File: config.mk
export PLATFORM = sky130hd
export DESIGN_NAME = indexed_list_engine
export DESIGN_NICKNAME = d
export VERILOG_FILES = /design/src/hw/rtl/ile_pkg.sv /design/src/hw/rtl/ile_ram.sv /design/src/hw/rtl/ile_seq.sv /design/src/hw/rtl/indexed_list_engine.sv
export SDC_FILE = /design/constraint.sdc
export NUM_CORES = 2
export LEC_CHECK = 0
export BUFFER_PORTS_ARGS = -buffer_cell sky130_fd_sc_hd__buf_2
export CELL_PAD_IN_SITES_DETAIL_PLACEMENT = 0
export CELL_PAD_IN_SITES_GLOBAL_PLACEMENT = 2
export CORE_MARGIN = 2
export CORE_UTILIZATION = 35
export CTS_BUF_LIST = sky130_fd_sc_hd__clkbuf_4 sky130_fd_sc_hd__clkbuf_8
export DETAILED_ROUTE_END_ITERATION = 7
export GPL_TIMING_DRIVEN = 0
export PLACE_DENSITY_LB_ADDON = 0.1
export SLEW_MARGIN = 10
export SYNTH_ARGS = -nofsm -noshare
export SYNTH_HDL_FRONTEND = slang
export SYNTH_SLANG_ARGS = --single-unit
File: constraint.sdc
create_clock -name clk -period 5.9 [get_ports clk]
set_input_delay 0.885 -clock clk [delete_from_list [all_inputs] [get_ports clk]]
set_output_delay 0.885 -clock clk [all_outputs]
set_load 0.01 [all_outputs]
File: src/hw/rtl/ile_pkg.sv
// Package for the indexed list engine.
// Holds the request and status codes, the sequencer states and the
// structs passed between the sequencer and the datapath. No dependencies.
`timescale 1ns / 1ps

package ile_pkg;

  typedef enum logic [1:0] {
    CMD_INSERT = 2'd0,
    CMD_APPEND = 2'd1,
    CMD_READ   = 2'd2,
    CMD_REMOVE = 2'd3
  } ile_cmd_t;

  typedef enum logic [1:0] {
    ST_OK    = 2'd0,
    ST_RANGE = 2'd1,
    ST_FULL  = 2'd2
  } ile_status_t;

  typedef enum logic [2:0] {
    S_IDLE,
    S_FETCH,
    S_WALK_UP,
    S_WALK_DN,
    S_RESP
  } ile_state_t;

  // datapath -> sequencer
  typedef struct packed {
    logic fault;   // request rejected (range or full)
    logic is_up;   // insert or append
    logic more;    // another entry to move
    logic pend;    // a moved entry still waits to be written
  } ile_flags_t;

  // sequencer -> datapath
  typedef struct packed {
    logic busy;
    logic load;
    logic fetch;
    logic walk_up;
    logic walk_dn;
    logic done;
    logic resp;
  } ile_ctrl_t;

endpackage

File: src/hw/rtl/ile_ram.sv
// Generic single-write, single-read RAM with registered read data.
// Used as the entry store of the indexed list engine. No dependencies.
`timescale 1ns / 1ps

module ile_ram #(
  parameter int WIDTH = 32,
  parameter int DEPTH = 64
) (
  input  logic                     clk,
  input  logic                     we,
  input  logic [$clog2(DEPTH)-1:0] waddr,
  input  logic [WIDTH-1:0]         wdata,
  input  logic                     re,
  input  logic [$clog2(DEPTH)-1:0] raddr,
  output logic [WIDTH-1:0]         rdata
);

  logic [WIDTH-1:0] mem [DEPTH];
  logic [WIDTH-1:0] rdata_r;

  always_ff @(posedge clk) begin
    if (we) begin
      mem[waddr] <= wdata;
    end
    if (re) begin
      rdata_r <= mem[raddr];
    end
  end

  assign rdata = rdata_r;

endmodule

File: src/hw/rtl/ile_seq.sv
// Sequencer of the indexed list engine: steps one request through
// fetch, entry walk and response. Depends on ile_pkg.
`timescale 1ns / 1ps

module ile_seq (
  input  logic                clk,
  input  logic                rst_n,
  input  logic                start,
  input  ile_pkg::ile_flags_t flags,
  output ile_pkg::ile_ctrl_t  ctrl
);
  import ile_pkg::*;

  ile_state_t state_r;
  ile_state_t state_nxt;
  logic       walk_end;

  assign walk_end = !flags.more && !flags.pend;

  always_ff @(posedge clk) begin
    if (!rst_n) begin
      state_r <= S_IDLE;
    end else begin
      state_r <= state_nxt;
    end
  end

  always_comb begin
    state_nxt = state_r;
    case (state_r)
      S_IDLE: begin
        if (start) begin
          if (flags.fault) begin
            state_nxt = S_RESP;
          end else if (flags.is_up) begin
            state_nxt = S_WALK_UP;
          end else begin
            state_nxt = S_FETCH;
          end
        end
      end
      S_FETCH:   state_nxt = S_WALK_DN;
      S_WALK_UP: begin
        if (walk_end) begin
          state_nxt = S_RESP;
        end
      end
      S_WALK_DN: begin
        if (walk_end) begin
          state_nxt = S_RESP;
        end
      end
      S_RESP:    state_nxt = S_IDLE;
      default:   state_nxt = S_IDLE;
    endcase
  end

  always_comb begin
    ctrl = '0;
    case (state_r)
      S_IDLE: begin
        ctrl.load = start;
      end
      S_FETCH: begin
        ctrl.busy  = 1'b1;
        ctrl.fetch = 1'b1;
      end
      S_WALK_UP: begin
        ctrl.busy    = 1'b1;
        ctrl.walk_up = 1'b1;
        ctrl.done    = walk_end;
      end
      S_WALK_DN: begin
        ctrl.busy    = 1'b1;
        ctrl.walk_dn = 1'b1;
        ctrl.done    = walk_end;
      end
      S_RESP: begin
        ctrl.busy = 1'b1;
        ctrl.resp = 1'b1;
      end
      default: ctrl = '0;
    endcase
  end

endmodule

File: src/hw/rtl/indexed_list_engine.sv
// Indexed list engine top: request checks, walk index, count and result
// registers around the entry RAM. Depends on ile_pkg, ile_ram and ile_seq.
// A rejected request responds in the cycle after it is taken. Reads and
// removes pass a fetch state first; insert and remove walk the entries
// from position to count, one per cycle through the single RAM port pair.
// One request at a time: busy stays high through the result strobe.
// Synchronous reset empties the list; the entry RAM is not cleared.
`timescale 1ns / 1ps

module indexed_list_engine #(
  parameter int CAPACITY    = 64,
  parameter int VALUE_WIDTH = 32
) (
  input  logic        clk,
  input  logic        rst_n,
  input  logic        start,
  output logic        busy,
  input  logic [1:0]  in_command,
  input  logic [6:0]  in_position,
  input  logic [31:0] in_item_value,
  output logic        out_valid,
  output logic [1:0]  out_status,
  output logic [31:0] out_read_value,
  output logic [6:0]  out_entry_count
);
  import ile_pkg::*;

  localparam int CW = $clog2(CAPACITY + 1);
  localparam int AW = $clog2(CAPACITY);
  localparam int PW = (CW > 7) ? CW : 7;
  localparam int IW = (VALUE_WIDTH > 32) ? VALUE_WIDTH : 32;

  ile_ctrl_t  ctrl;
  ile_flags_t flags;

  ile_cmd_t         cmd_r,    cmd_nxt;
  ile_status_t      status_r, status_nxt;
  logic [CW-1:0]    count_r,  count_nxt;
  logic [CW-1:0]    pos_r,    pos_nxt;
  logic [CW-1:0]    idx_r,    idx_nxt;
  logic [AW-1:0]    wa_r,     wa_nxt;
  logic             pend_r,   pend_nxt;
  logic             cap_r,    cap_nxt;
  logic [VALUE_WIDTH-1:0] val_r, val_nxt;
  logic [VALUE_WIDTH-1:0] rv_r,  rv_nxt;

  ile_cmd_t         cmd_in;
  ile_status_t      status_in;
  logic             is_up_in;
  logic [PW-1:0]    pos_ext;
  logic [PW-1:0]    cnt_ext;
  logic [PW-1:0]    pos_eff_ext;
  logic [IW-1:0]    val_in_wide;
  logic [IW-1:0]    rv_wide;
  logic [CW-1:0]    idx_dec;
  logic             more_up;
  logic             more_dn;
  logic             walking;

  logic                   ram_we;
  logic [AW-1:0]          ram_waddr;
  logic [VALUE_WIDTH-1:0] ram_wdata;
  logic                   ram_re;
  logic [AW-1:0]          ram_raddr;
  logic [VALUE_WIDTH-1:0] ram_rdata;

  // request check
  always_comb begin
    cmd_in      = ile_cmd_t'(in_command);
    is_up_in    = (cmd_in == CMD_INSERT) || (cmd_in == CMD_APPEND);
    pos_ext     = PW'(in_position);
    cnt_ext     = PW'(count_r);
    pos_eff_ext = (cmd_in == CMD_APPEND) ? cnt_ext : pos_ext;
    val_in_wide = IW'(in_item_value);
    if (is_up_in) begin
      if (pos_eff_ext > cnt_ext) begin
        status_in = ST_RANGE;
      end else if (count_r >= CW'(CAPACITY)) begin
        status_in = ST_FULL;
      end else begin
        status_in = ST_OK;
      end
    end else begin
      status_in = (pos_ext >= cnt_ext) ? ST_RANGE : ST_OK;
    end
  end

  assign idx_dec = idx_r - CW'(1);
  assign more_up = idx_r > pos_r;
  assign more_dn = (idx_r < count_r) && (cmd_r == CMD_REMOVE);
  assign walking = ctrl.walk_up || ctrl.walk_dn;

  assign flags.fault = (status_in != ST_OK);
  assign flags.is_up = is_up_in;
  assign flags.more  = ctrl.walk_up ? more_up : more_dn;
  assign flags.pend  = pend_r;

  ile_seq u_seq (
    .clk   (clk),
    .rst_n (rst_n),
    .start (start),
    .flags (flags),
    .ctrl  (ctrl)
  );

  // entry store: a moved entry is written in the cycle after its read
  assign ram_we    = pend_r || (ctrl.walk_up && ctrl.done);
  assign ram_waddr = pend_r ? wa_r : pos_r[AW-1:0];
  assign ram_wdata = pend_r ? ram_rdata : val_r;
  assign ram_re    = ctrl.fetch || (walking && flags.more);
  assign ram_raddr = ctrl.walk_up ? idx_dec[AW-1:0] : idx_r[AW-1:0];

  ile_ram #(
    .WIDTH (VALUE_WIDTH),
    .DEPTH (CAPACITY)
  ) u_ram (
    .clk   (clk),
    .we    (ram_we),
    .waddr (ram_waddr),
    .wdata (ram_wdata),
    .re    (ram_re),
    .raddr (ram_raddr),
    .rdata (ram_rdata)
  );

  always_comb begin
    cmd_nxt    = cmd_r;
    status_nxt = status_r;
    count_nxt  = count_r;
    pos_nxt    = pos_r;
    idx_nxt    = idx_r;
    wa_nxt     = wa_r;
    pend_nxt   = pend_r;
    cap_nxt    = cap_r;
    val_nxt    = val_r;
    rv_nxt     = rv_r;
    if (ctrl.load) begin
      cmd_nxt    = cmd_in;
      status_nxt = status_in;
      pos_nxt    = pos_eff_ext[CW-1:0];
      idx_nxt    = is_up_in ? count_r : pos_eff_ext[CW-1:0];
      val_nxt    = val_in_wide[VALUE_WIDTH-1:0];
      rv_nxt     = '0;
      pend_nxt   = 1'b0;
      cap_nxt    = 1'b0;
    end
    if (ctrl.fetch) begin
      idx_nxt = idx_r + CW'(1);
      cap_nxt = 1'b1;
    end
    if (ctrl.walk_up) begin
      pend_nxt = more_up;
      if (more_up) begin
        wa_nxt  = idx_r[AW-1:0];
        idx_nxt = idx_dec;
      end
      if (ctrl.done) begin
        count_nxt = count_r + CW'(1);
      end
    end
    if (ctrl.walk_dn) begin
      cap_nxt  = 1'b0;
      pend_nxt = more_dn;
      if (cap_r) begin
        rv_nxt = ram_rdata;
      end
      if (more_dn) begin
        wa_nxt  = idx_dec[AW-1:0];
        idx_nxt = idx_r + CW'(1);
      end
      if (ctrl.done && (cmd_r == CMD_REMOVE)) begin
        count_nxt = count_r - CW'(1);
      end
    end
  end

  always_ff @(posedge clk) begin
    if (!rst_n) begin
      count_r <= '0;
      pend_r  <= 1'b0;
      cap_r   <= 1'b0;
    end else begin
      count_r <= count_nxt;
      pend_r  <= pend_nxt;
      cap_r   <= cap_nxt;
    end
  end

  always_ff @(posedge clk) begin
    cmd_r    <= cmd_nxt;
    status_r <= status_nxt;
    pos_r    <= pos_nxt;
    idx_r    <= idx_nxt;
    wa_r     <= wa_nxt;
    val_r    <= val_nxt;
    rv_r     <= rv_nxt;
  end

  logic [PW-1:0] count_wide;

  assign count_wide      = PW'(count_r);
  assign rv_wide         = IW'(rv_r);
  assign busy            = ctrl.busy;
  assign out_valid       = ctrl.resp;
  assign out_status      = status_r;
  assign out_read_value  = rv_wide[31:0];
  assign out_entry_count = count_wide[6:0];

  a_count_bound: assert property (@(posedge clk) disable iff (!rst_n)
    count_r <= CW'(CAPACITY))
    else $error("entry count above capacity");

  a_accept_busy: assert property (@(posedge clk) disable iff (!rst_n)
    (start && !busy) |=> busy)
    else $error("request accepted but engine not busy");

  a_fault_quick: assert property (@(posedge clk) disable iff (!rst_n)
    (ctrl.load && flags.fault) |=> out_valid)
    else $error("rejected request did not respond next cycle");

  a_pend_walk: assert property (@(posedge clk) disable iff (!rst_n)
    pend_r |-> walking)
    else $error("pending entry write outside a walk");

  a_count_step: assert property (@(posedge clk) disable iff (!rst_n)
    out_valid && (status_r != ST_OK) |-> $stable(count_r))
    else $error("count changed on a rejected request");

endmodule

==> metrics.md <==
| Metric | Value |
|---|---|
| Routed wire length | `317000 um` |
| Status | `complete, but fails checks` |
| Clk root buf | `clkbuf_8` |
| Grt met1 use | `0.367` |
| Arrival @ worst endpoint | `between 6 and 7 ns` |
| Ys flop type | `edfxtp_1` |
| Overall routing resource usage | `0.265` |
| Dpl ws | `-1.03 ns` |
| Max Clock Freq | `around 170 MHz` |
| Routing usage on met3 | `0.0502` |
| Final Setup Violations | `11` |
| CP Capture Type | `flop` |
| Syn Inst Count | `roughly 4.7k` |
| CTS tree | `yes` |
| Vias per cell | `a little under 6` |
| Placed cell area | `88800 sq um` |
| Setup CP Type | `reg -> reg` |
| Pleak | `around 30 nW` |
| Period utilisation layout | `1.02` |
| Die ar. | `235000 sq um` |
| Syn Nets | `~4.8k` |
| First-pass GRT wire length | `approximately 430000 um` |
| RSZ-0062 raised after global routing | `false` |
| CTS buffer count | `384` |
| Finished Cell Area | `96600 sq um` |
| Adder and majority gate portion of the synthesized area | `0.00480` |
| Net count reported at finish | `around 5.5k` |
| Critical path peak fanout | `11` |
| Count of input and output buffers | `86` |
| Vias in the first global route | `49.8k` |
| Worst-case clock buffer depth | `4` |
| Core box area | `between 200000 and 250000 sq um` |
| Data required, critical path | `6.65 ns` |
| Yosys reg bits | `about 2.2k` |
| Fin. max-slew vios | `0` |
| Post-DP HPWL | `between 200000 and 250000 um` |
| Maximum VDD drop | `between 0.2 and 0.3 mV` |
| Worst-Skew Late Latency | `around 1.1 ns` |
| CTS Sinks | `between 2k and 2.5k` |
| Main combinational cell family by area after synthesis | `compound AO/OA/AOI/OAI gates` |
| Initial antenna violation count | `28` |
| Failing checks | `setup timing` |
| Die extent in x | `484 um` |
| ANT nets after route | `0` |
| Filler cell count in the final layout | `20.8k` |
| M2 GR Usage | `0.413` |
| Clock slew at reported path FFs | `0.06 ns` |
| Slew @ Worst Pin | `about 1.4 ns` |
| Sequential area share after synthesis | `0.804` |
| Initial core utilization | `0.352` |
| Most Crowded Layer GR | `met2` |
| GPL Wtd Cong | `0.896` |
| Std cell rows | `176` |
| Startpoint Class | `flop` |
| Pwr/cell area | `447 nW/um^2` |
| Synth warn | `0` |
| Synth Area in Simple Gates | `0.0487` |
| Wirelength per Cell | `36.4 um` |
| Worst setup margin | `-0.125 ns` |
| Synthesized area | `slightly above 80000 sq um` |
| Setup total negative slack | `-0.504 ns` |
| GR Overflow Total | `0` |
| Routed vias | `slightly above 50k` |
| Clock skew | `around 0.088 ns` |
| Largest net degree at the start of global routing | `65` |
| Synthesized area per cell | `17.1 sq um` |
| DR pass1 iterations | `6` |
| Ports | `87` |
| Compound-cell area share of the yosys netlist | `0.113` |
| Headroom to the max-slew limit | `0.0694` |
| Multi-input gate area | `15500 sq um` |
| Die height | `around 480 um` |
| HP Class | `in -> reg` |
| Post-synth EDFFs | `around 2.1k` |
| # DRC | `0` |
| Pwr Total | `approximately 43 mW` |
| DRT iter0 DRCs | `~6.5k` |
| Multiplexer area fraction after synthesis | `0.00866` |
| Fraction of registers with async set/reset | `0` |
| Fraction of layout cells with a size suffix above 1 | `0.215` |
| XOR/XNOR share of the synthesized area | `0.000868` |
| Distinct cells, synth | `66` |
| Tmin final | `6.02 ns` |
| P&R area growth vs syn | `19.7%` |
| Max Cap Viol | `0` |
| Seq. cell area | `64900 sq um` |
| Hold_ws | `0.149 ns` |
| Fin. Hold Viols | `0` |
| CTS H-tree depth | `5` |
| Post-CTS setup buffers | `0` |
-- power breakdown --
part           switching [mW]  internal (mW)
clock                    6.17           7.10
combinational            9.28           3.18
sequential             0.0974           17.4
total                    15.6           27.7
-- Yosys cell counts (all sizes together) (7+ instances only) --
master   number  share of area
or3          13         0.0010
nor3        268          0.017
o31ai        17         0.0016
nand2b       11        0.00085
mux2         44         0.0061
a2111oi      10         0.0011
o32ai       112          0.012
inv          30         0.0014
clkbuf      144         0.0067
nor2         89         0.0041
mux2i        20         0.0025
o22a        109          0.012
a21o          9        0.00084
nand3        50         0.0031
a22oi         9         0.0012
o22ai       796          0.062
nand4        10        0.00077
buf         192          0.013
nand2       130         0.0060
o221ai      129          0.014
dfxtp        57          0.014
o21a          7        0.00065
ha           31         0.0048
edfxtp     2123           0.79
a21oi        27         0.0017
o21ai        31         0.0019
and2         10        0.00077
nor2b        11        0.00085
nor4        160          0.012
-- state kept, by name (all words and copies together), names as in the netlist --
name and count:
u_ram.rdata 32, out_status 2, u_ram.mem 2048, out_entry_count 7, cmd_r 2, out_read_value 32
cap_r 1, pos_r 7, val_r 32, u_seq.state_r 3, wa_r 6, pend_r 1
idx_r 7
-- critical path: stages (launching register included) --
cell and delay, ns:
dfxtp_1 0.47, buf_2 0.29, inv_1 0.18, clkbuf_2 0.35, ha_1 0.45, nand4bb_1 0.28
o22ai_1 0.14, a21oi_1 0.30, buf_2 0.38, buf_2 0.71, clkbuf_2 0.58, o32ai_1 0.35
nor4_1 0.91, nor4_2 0.27
-- stage by stage --
step | std cells | util
floorplan | 4718 | -
global placement | 7830 | 0.370
detailed placement | 7982 | 0.387
CTS | 8675 | 0.420
global route | 8677 | 0.421
finish | 8690 | 0.421
-- logic make-up (layout without fill, tap and decap cells) --
logic type	after synthesis	count (layout)
buffers and inverters	366	1298
XOR/XNOR	8	8
adder cells (fa/ha/maj)	31	31
multiplexers	64	64
other	0	14
AO/OA/AOI/OAI	1296	1296
AND/OR/NAND/NOR	773	773
flip-flops	2180	2180
-- metal layers --
metal  wire length, um  vias to the layer above
met4             13300                       10
met2            144000                     2283
met3             24600                      506
li1                  -                    21300
met5                62                        -
met1            134000                    26700
-- final timing paths --
kind	from	endpoint	slack (ns)	cells past startpoint
setup / recovery	idx_r[0]$_DFF_P_	u_ram.rdata[29]$_DFFE_PP_	-0.12	13
hold / removal	rst_n	out_entry_count[2]$_SDFF_PN0_	0.15	3
setup reg to reg	idx_r[0]$_DFF_P_	u_ram.rdata[29]$_DFFE_PP_	-0.12	13
hold reg to reg	out_read_value[14]$_DFF_P_	out_read_value[14]$_DFF_P_	0.45	2
-- layout make-up --
cell class              count  area share
clock buffers             533      0.0665
flip-flops and latches   2180       0.672
repair buffers            273      0.0382
inverters                  30     0.00117
clock inverters           126     0.00640
plain buffers             336      0.0166
well taps                3026      0.0392
multi-input cells        2172       0.160
diodes                     14    0.000363
-- cells in the final DEF, fill, tap and decap left out, types with 30 or more instances in the layout --
master | Yosys | routed
o221ai_1 | 129 | 129
nor4_2 | 0 | 90
nand2_1 | 130 | 130
nor2_4 | 0 | 63
ha_1 | 31 | 31
buf_12 | 0 | 69
buf_2 | 146 | 234
clkbuf_8 | 0 | 387
nor3_1 | 267 | 266
mux2_4 | 0 | 32
o21ai_0 | 31 | 31
edfxtp_1 | 2123 | 2123
dfxtp_1 | 57 | 57
nand3_1 | 50 | 49
clkbuf_1 | 144 | 127
inv_1 | 30 | 30
nor4_1 | 160 | 64
dlygate4sd3_1 | 0 | 34
buf_4 | 22 | 49
o32ai_1 | 112 | 111
buf_16 | 0 | 43
o22ai_1 | 796 | 796
o22a_1 | 109 | 109
clkbuf_4 | 0 | 149
clkinv_1 | 0 | 90
-- timing repair --
| item | CTS | global route |
|---|---|---|
| endpoints found under the hold margin | 34 | 0 |
| resized for setup | 51 | 22 |
| endpoints found under the setup margin | 106 | 18 |
| hold buffers | 34 | 0 |
Note: power is estimated with default switching activity, not from simulation.
